## config.mk

```make
export PLATFORM = sky130hd
export DESIGN_NAME = twrm_cmp
export DESIGN_NICKNAME = d
export VERILOG_FILES = /design/src/rtl/twrm_pkg.sv /design/src/rtl/twrm_cmp.sv
export SDC_FILE = /design/constraint.sdc
export NUM_CORES = 1
export LEC_CHECK = 0
export BUFFER_PORTS_ARGS = -buffer_cell sky130_fd_sc_hd__buf_4
export CAP_MARGIN = 20
export CORE_AREA = 2 2 98 100
export DETAILED_ROUTE_END_ITERATION = 6
export DIE_AREA = 0 0 100 102
export PLACE_DENSITY = 0.73
export REMOVE_ABC_BUFFERS = 1
export SLEW_MARGIN = 10
export SYNTH_ARGS = -nofsm -noshare
export SYNTH_HDL_FRONTEND = slang
export SYNTH_SLANG_ARGS = --single-unit
```

## constraint.sdc

```tcl
create_clock -name vclk -period 1.87
set_input_delay 0.0935 -clock vclk [all_inputs]
set_output_delay 0.0935 -clock vclk [all_outputs]
set_load 0.01 [all_outputs]
```

## src/rtl/twrm_pkg.sv

```systemverilog
// ----------------------------------------------------------------------------
// twrm_pkg
// Shared types and constants of the two-way record merge.
// ----------------------------------------------------------------------------
package twrm_pkg;

  // Default configuration.
  localparam int unsigned BufDepthDef    = 32;
  localparam int unsigned SymbolCharsDef = 8;

  // Fixed field widths.
  localparam int unsigned TimeW = 64;
  localparam int unsigned SymW  = 64;
  localparam int unsigned TagW  = 32;

  // Request codes.
  typedef enum logic {
    REQ_PUSH  = 1'b0,
    REQ_FLUSH = 1'b1
  } twrm_req_e;

  // Sequencer states.
  typedef enum logic [1:0] {
    ST_IDLE,
    ST_SEL,
    ST_FETCH,
    ST_EMIT
  } twrm_state_e;

  // Merge key: timestamp first, then the zero-extended symbol.
  typedef struct packed {
    logic [TimeW-1:0] ts;
    logic [SymW-1:0]  sym;
  } twrm_key_t;

endpackage

```

## src/rtl/twrm_cmp.sv

```systemverilog
// ----------------------------------------------------------------------------
// twrm_cmp
// Shared key comparator: decides which stream head leaves first.
// ----------------------------------------------------------------------------
module twrm_cmp (
  input  twrm_pkg::twrm_key_t key0_i,
  input  twrm_pkg::twrm_key_t key1_i,
  output logic                zero_first_o
);

  // Stream zero wins only on a strictly smaller (timestamp, symbol) pair.
  assign zero_first_o = (key0_i < key1_i);

endmodule

```

# --- Word level (Yosys, flattened, before mapping) ---
# Cells that the tools add are included.
classes:
  order_cmp: 1
ops:
  columns: ["op", "n"]
  rows:
  - ["128-bit < comparator", 1]
word_totals:
  wordCells: 1
  in_bits: 256
  reg_bits: 0

# --- Longest topological paths before layout ---
depth:
  ltp_word: 1
  depth_mapped: 9

# --- Worst setup path before layout ---
# OpenSTA, ideal clock, no wires.
synth_timing:
  path_kind: "input to output"
  startpoint: "input key1_i[113] (netlist name)"
  endpoint: "output zero_first_o"
  t_required_ps: 1776
  n_path_buf: 0
  t_arrival_ps: 1682
  slack_ps: 95
  cell_stages: 9
  cell_sequence: "inv_1 > ha_1 > a21o_1 > a21o_1 > a21o_1 > a21o_1 > a221oi_2 > o221ai_1 > a211oi_2"
synth_between:
  elab_chain_len: 1
synth_lines:
  columns: ["element", "line", "rtl"]
  rows:
  - ["start: declaration", "twrm_cmp.sv:7", "input twrm_pkg::twrm_key_t key1_i,"]
  - ["128-bit < comparator", "twrm_cmp.sv:12", "assign zero_first_o = (key0_i < key1_i);"]
  - ["end: declaration", "twrm_cmp.sv:8", "output logic zero_first_o"]
# No other way between the ends.

# --- Final worst setup path ---
layout_timing:
  startpoint: "input key0_i[47] (netlist name)"
  endpoint: "output zero_first_o"
layout_between:
  elab_chain_len: 1
layout_lines:
  columns: ["element", "line", "rtl"]
  rows:
  - ["start: declaration", "twrm_cmp.sv:6", "input twrm_pkg::twrm_key_t key0_i,"]
  - ["128-bit < comparator", "twrm_cmp.sv:12", null]
# No other way between the ends.

==> impl_metrics.tcl <==
set metrics [dict create \
    antenna_cells 0 \
    yosysUniqueCellTypes 31 \
    synth_area_mm2 0.00317 \
    dpl-instance-area_mm2 0.00536 \
    slew_headroom 0.808 \
    vias 4030 \
    rsz0062_at_grt "true" \
    finalCritPeriodShare 1.02 \
    drt_iter0_drc 51 \
    post-route-drc-count 0 \
    tightest_slew_ns 0.286 \
    syn2layout_area_growth_pct 75.9 \
    yosysSeqAreaShare 0 \
    wl_mm 11.0 \
    cts_hold_buf 0 \
    maxCapViolCount 0 \
    start_util 0.348 \
    boundaryPins 257 \
    crit_path_start_kind "input port" \
    synth_top_area_frac 0.501 \
    hp-class "in2out" \
    die_w_um 100 \
    slew_viol_final 0 \
    power_switching_share 0.393 \
    die-area_mm2 0.0102 \
    crit_required_ns 1.78 \
    whs_ns 0.715 \
    path_max_fanout 3 \
    place.gp.congestion 0.842 \
    n_fill_cell 799 \
    drive_gt1_frac 0.426 \
    max_freq_mhz 525 \
    layout_setup_ws_ns -0.0353 \
    drt-pass1-iter-count 4 \
    seq_area_um2 0 \
    cp.arrival_ns 1.81 \
    avgSynthCellArea_um2 7.13 \
    synthCells 445 \
    ant_nets 0 \
    p_switching_uw 440 \
    comb_power_share 1.000 \
    max-vdd-ir-drop_mv 0.0875 \
    antenna_found_initial 0 \
    pwr-share-clk 0 \
    p_int_uw 679 \
    n_sequential_cell 0 \
    power_density_mw_per_mm2 200 \
    design_area_mm2 0.00558 \
    failed_checks "setup timing" \
    layout_commonest_cell "buf_4" \
    row_count 35 \
    hold_violations 0 \
    synth_area_leaders "ha_1 (50%), inv_1 (15%), a21o_1 (6.9%)" \
    die_h_um 102 \
    max_stage_delay_ns 0.31 \
    fin_crit_ns 1.91 \
    wl_per_cell_um 13.2 \
    finish.utilization 0.613 \
    cp-end-kind "primary output" \
    path_cells "buf_4, ha_1, nand4_1, nor2_1, a221oi_2, o21ai_1, a211oi_2, o31ai_4, a211oi_2, buf_4" \
    power_leakage_uw 0.00345 \
    yosysWarningCount 0 \
    grt_max_degree 4 \
    grt_pass1_wl_mm 16.9 \
    io_buffers 257 \
    final_cell_mix "buf_4 (272), inv_1 (124), ha_1 (118)" \
    synth.largest_area_cell "ha_1" \
    vias_per_cell 4.86 \
    p_seq_frac 0 \
    status "complete, but fails checks" \
    track_usage 0.199 \
    nClkBuffers 0 \
    core_mm2 0.00911 \
    finalNetCount 1104 \
    grt_pass1_vias 4142 \
    finalSetupViolations 1 \
    grt-ovfl-total 0 \
    worstSetupPathType "in2out" \
    place_hpwl_mm 10.2 \
    cpMaxStageDelayCell "ha_1" \
]
## routing by layer
layer  routed length, um  global-route usage
met3                 755              0.0342
met4                 269              0.0443
met2                5910               0.409
met5                   0                   0
met1                4050               0.209
## cells by family after synthesis
logic type	synth area share
AND/OR/NAND/NOR	0.130
buffers and inverters	0.151
AO/OA/AOI/OAI	0.218
adder cells (fa/ha/maj)	0.501
## synth_stat cells (all sizes together)
cell type and n:
o32ai 1, a211oi 9, inv 128, nand3b 1, nor4 5, and4 4, a21oi 40, nand4 18
a211o 1, or3 2, o211ai 1, o21ai 19, nand3 4, nor3 2, a221o 1, o31ai 1
a221oi 3, a21o 29, nor2b 3, nor2 16, a22o 1, nor3b 1, ha 127, nand2 24
o2111ai 1, a31oi 1, o221ai 1, nand2b 1
## worst paths after layout
kind        start            to  cells after the start  slack [ns]
max    key0_i[47]  zero_first_o                     10       -0.04
min   key0_i[127]  zero_first_o                      6        0.72
## repair_timing
| action | 4_1_cts | 5_1_grt |
|---|---|---|
| buffers inserted | 1 | 1 |
| gates resized for setup | 33 | 6 |
| setup endpoints to repair | 1 | 1 |
| hold endpoints to repair | 0 | 0 |
| pin swaps | 28 | 7 |
## power by group through the flow
stage               clock network (uW)  registers [uW]  logic, uW
finish                               0               0       1120
global route                         0               0       1270
CTS                                  0               0       1120
detailed placement                   0               0       1050
global placement                     0               0       1010
floorplan                            0               0        469
## worst max-delay path, delay by kind of cell
kind / cells / cell delay, ns
compound gates: 5 / 0.90
fa+ha+maj: 1 / 0.31
buf+inv: 2 / 0.27
simple gates: 2 / 0.24
## per-stage QoR
stage                     worst slack [ns]  setup TNS [ns]  power (uW)  instances
after floorplan                     0.0950               0         469        445
after global placement              -0.192          -0.192        1010        828
after detailed placement            -0.231          -0.231        1050        828
after CTS                          -0.0447         -0.0447        1120        829
after global routing                -0.153          -0.153        1270        830
final                              -0.0353         -0.0353        1120        830
## area by class of cell
class / instances / area, um2 / area share
Inverter: 128 / 480 / 0.0861
Tap cell: 111 / 139 / 0.0249
Timing Repair Buffer: 274 / 2060 / 0.370
Multi-Input combinational cell: 317 / 2900 / 0.519
(Power assumes the default switching activity.)
