==> src/rtl/twrm_ram.sv <==
// ----------------------------------------------------------------------------
// twrm_ram
// Generic single-write, single-read RAM with a registered read port.
// ----------------------------------------------------------------------------
module twrm_ram #(
  parameter int unsigned Width = 8,
  parameter int unsigned Depth = 4
) (
  input  logic                     clk_i,
  input  logic                     wr_en_i,
  input  logic [$clog2(Depth)-1:0] wr_addr_i,
  input  logic [Width-1:0]         wr_data_i,
  input  logic                     rd_en_i,
  input  logic [$clog2(Depth)-1:0] rd_addr_i,
  output logic [Width-1:0]         rd_data_o
);

  logic [Width-1:0] mem_q [Depth];

  // Write port.
  always_ff @(posedge clk_i) begin
    if (wr_en_i) begin
      mem_q[wr_addr_i] <= wr_data_i;
    end
  end

  // Registered read port.
  always_ff @(posedge clk_i) begin
    if (rd_en_i) begin
      rd_data_o <= mem_q[rd_addr_i];
    end
  end

endmodule

==> config.mk <==
export PLATFORM = sky130hd
export DESIGN_NAME = twrm_ram
export DESIGN_NICKNAME = d
export VERILOG_FILES = /design/src/rtl/twrm_ram.sv
export SDC_FILE = /design/constraint.sdc
export NUM_CORES = 1
export LEC_CHECK = 0
export BUFFER_PORTS_ARGS = -buffer_cell sky130_fd_sc_hd__clkbuf_2
export CAP_MARGIN = 20
export CORE_ASPECT_RATIO = 0.5
export CORE_UTILIZATION = 48
export DETAILED_ROUTE_END_ITERATION = 12
export PLACE_DENSITY = 0.72
export SETUP_SLACK_MARGIN = 0.2
export SLEW_MARGIN = 20
export SYNTH_ARGS = -nofsm -noshare
export SYNTH_HDL_FRONTEND = slang
export SYNTH_SLANG_ARGS = --single-unit
==> constraint.sdc <==
create_clock -name clk_i -period 1.4 [get_ports clk_i]
set_clock_uncertainty 0.2 [all_clocks]
set_input_delay 0.14 -clock clk_i [delete_from_list [all_inputs] [get_ports clk_i]]
set_output_delay 0.14 -clock clk_i [all_outputs]
set_load 0.005 [all_outputs]
# Word-level counts from Yosys, hierarchy flattened
# Memory sizes are Yosys's and may differ from the RTL's. A register that Yosys moved wholly into a read port is not among the register bits.
# Index checks and enable logic that the tools add are counted.
[op_classes]
mux = 2
[op_table]
columns = ["operator", "n"]
rows = [
  ["1-bit two-way mux", 2],
]
[totals]
reg_bits = 0
ram_bits = 32
input_bits = 15
output_inout_bits = 8
n_memories = 1
[memory_table]
columns = ["memory", "depth", "width", "read_ports", "rd_clocked_by_memory_dff", "wr", "line_no", "source"]
rows = [
  ["mem_q", 4, 8, 1, 1, 1, "18", "logic [Width-1:0] mem_q [Depth];"],
]

# Longest topological paths before layout
[logic_depth]
word_depth = 2
mapped_depth = 2
ltp_nobuf = 1

# Worst setup path after synthesis
# Ideal clock, no wire load.
[synth_timing]
path_type = "input port to flip-flop"
startpoint = "in wr_addr_i[0]"
endpoint = "mem mem_q[0][0] (enable)"
t_arrival_ns = 0.819
required_time_ns = 0.815
path_slack_ns = -0.004
cell_stages = 1
n_path_buf = 0
cell_sequence = "nor3b_1"
[synth_lines]
columns = ["element", "line_no", "source"]
rows = [
  ["from (decl)", "11", "input logic [$clog2(Depth)-1:0] wr_addr_i,"],
  ["to (decl)", "18", ""],
]
# Straight into the memory's write port.

# Worst setup path after layout
[layout_timing]
startpoint = "mem mem_q[3][4]"
endpoint = "reg rd_data_o[4] (read register of mem_q), data pin"
[layout_lines]
columns = ["element", "line_no", "source"]
rows = [
  ["to (decl)", "15", "output logic [Width-1:0] rd_data_o"],
]
# No word-level cell between the ends.

==> key figures <==
Outcome
  • Status: completed

Logic synthesis
  • Mapped Cells: 54
  • Yosys reg bits: 40
  • Syn. warnings: 0
  • Netlist cell types: 7
  • Largest cells by area after synthesis: edfxtp_1 84%, mux4_2 13%, and3b_1 1.2%
  • Post-Syn Nets: 69
  • Register area share after synthesis: between 80% and 90%
  • Area leader, netlist: edfxtp_1
  • Post-Synthesis Cell Area: 1430 sq um
  • Avg Inst Size Synth: 26.5 sq um
  • Share of the synthesized area in the top cell type: a little over four fifths

STA
  • Slew @ Worst Pin: 0.429 ns
  • Max Slew Vio Count: 0
  • Fmax: slightly below 0.8 GHz
  • Final worst path period need: 1.30 ns
  • RSZ-0062 raised after global routing: yes
  • Setup violations, final: 0
  • Fin crit share: 92.6%
  • Slew headroom: 71.4%
  • PnR worst setup slack: 0.104 ns
  • Final Hold Fails: 0

Clock network
  • CTS Sinks: 40
  • Clock-pin slew on the worst setup and hold paths: 0.07 ns
  • PostCTS Resize Cnt: 0
  • CTS root buffer: clkbuf_8
  • CTS H-tree depth: 2
  • Post-CTS setup buffers: 0
  • Insertion delay to the later sink of the worst-skew pair: approximately 0.27 ns
  • CTS buffer count: 5
  • Maximum clock path buffer count: 2
  • CTS tree: built

Detailed routing
  • Drt drc: 0
  • Routed WL: 2080 microns
  • Post-DRT Antenna Nets: 0
  • Initial DRC Count: 37
  • Via total after detailed routing: 642
  • First drt pass iteration count: 4
  • Drt via density: 5.14
  • Routed len/inst: around 17 microns

Global route
  • Met1 usage: 15.2%
  • Overflow after GRT: 0
  • Initial antenna violation count: 0
  • Global-route wire length before repair: 2950 microns
  • Global-route usage over all layers: 14.8%
  • Number of global-route vias before repair: 648
  • Gr busiest metal: met2
  • Largest net degree at the start of global routing: 11
  • Met3 usage: 8.18%
  • M2 GR Usage: approximately a quarter

Worst setup path
  • Top delay family on crit path: multiplexers
  • Worst endpoint required time: 1.22 ns
  • Worst Setup End Kind: flip-flop
  • CP bufs+invs: 0
  • CP Max Fanout: 1
  • Cell Chain, Critical Path: mux4_2
  • Critical path's slowest cell: mux4_2
  • RR Startpoint: mem_q[3][4]
  • Arr. time, crit path: 1.11 ns
  • Crit path from: mem_q[3][4]
  • Slowest cell delay on critical path: about 0.47 ns
  • Worst setup SP type: flip-flop
  • Type of the worst setup path: reg2reg

Flow run
  • MaxCap Viol Count: 0

Floorplan
  • Core Area: 2700 sq um
  • Die extent in x: approximately 79 microns
  • Row count: 13
  • Die Height: around 41 microns
  • I/O pin count: 23
  • Die area: 3210 sq um
  • Initial Util: 52.9%

Power and ir drop
  • Comb pwr share: 6.4%
  • Switching pwr: between 400 and 500 uW
  • Max VDD drop: 0.546 mV
  • Internal power: 1.79 mW
  • Pleak: 0.612 nW
  • Sequential Power Share: between 60% and 70%
  • Net Sw Frac: 18.3%
  • Clk pwr share: 29.4%
  • Pwr dens: 1270 nW/um^2

Layout
  • Fin nets: 105
  • Final cell utilization of the core: between 60% and 70%
  • P&R area growth vs syn: 21.1%
  • Ant. Diodes: 0
  • Layout cells sized above 1: 42.0%

Worst hold path
  • Worst min path class: in2reg
  • Hold path startpoint: rd_en_i

Placement
  • Final Wtd Congestion: 0.621
  • Worst slack at placement: -0.0712 ns
  • Port bufs: 22
power by group through the flow:
stage	Clock (mW)	Combinational (mW)	Sequential, mW
5_1_grt	0.694	0.153	1.41
3_5_place_dp	0	0.126	1.43
6_report	0.643	0.140	1.41
2_1_floorplan	0	0.0622	1.43
3_3_place_gp	0	0.118	1.43
4_1_cts	0.655	0.144	1.41
per-stage QoR:
stage	setup TNS [ns]	hold slack [ns]	cells	total power [mW]	instance area, sq um
2_1_floorplan	0	0.0389	54	1.49	1430
3_5_place_dp	-0.502	0.165	112	1.56	1580
4_1_cts	0	0.0379	125	2.21	1730
6_report	0	0.0435	125	2.19	1730
3_3_place_gp	-0.204	0.154	112	1.55	1580
5_1_grt	0	0.0399	125	2.26	1730
final timing paths:
kind | end | slack (ns) | cells past startpoint
hold reg to reg | rd_data_o[2] | 0.43 | 1
setup reg to reg | rd_data_o[4] | 0.10 | 1
hold / removal | rd_data_o[5] | 0.04 | 1
setup / recovery | rd_data_o[4] | 0.10 | 1
what timing repair did:
action	4_1_cts	5_1_grt
pin swaps	0	0
endpoints found under the setup margin	8	8
hold buffers	8	0
endpoints found under the hold margin	32	0
routing by layer:
metal,up-vias,share of wire (%)
li1,302,-
met5,-,0
met1,325,43
met2,15,54
met4,0,0
met3,0,3.1
area by class of cell:
class                   instances  area (sq um)
flip-flops and latches         40          1200
fillers                       194           970
multi-input cells              12           216
repair buffers                 31           198
clock buffers                   5          68.8
well taps                      37          46.3
cell usage in the layout, fill, tap and decap left out, drive strengths merged:
master        n
nor3b         1
and3b         2
and3          1
edfxtp       40
clkbuf       27
mux4          8
buf           1
dlygate4sd3   8
state kept, by name (all words and copies together) (netlist names):
name and flops:
rd_data_o 8, mem_q 32
synthesized netlist by cell type (all sizes together):
cell	instances
mux4	8
edfxtp	40
and3b	2
nor3b	1
buf	1
and3	1
clkbuf	1
cells by family (layout without fill, tap and decap cells):
kind of cell           Yosys count  after routing  share of synthesized area [%]
buffers and inverters            2             36                           1.14
flip-flops                      40             40                           84.1
multiplexers                     8              8                           12.6
AND/OR/NAND/NOR                  4              4                           2.19
Power figures use the tool's default switching activity.
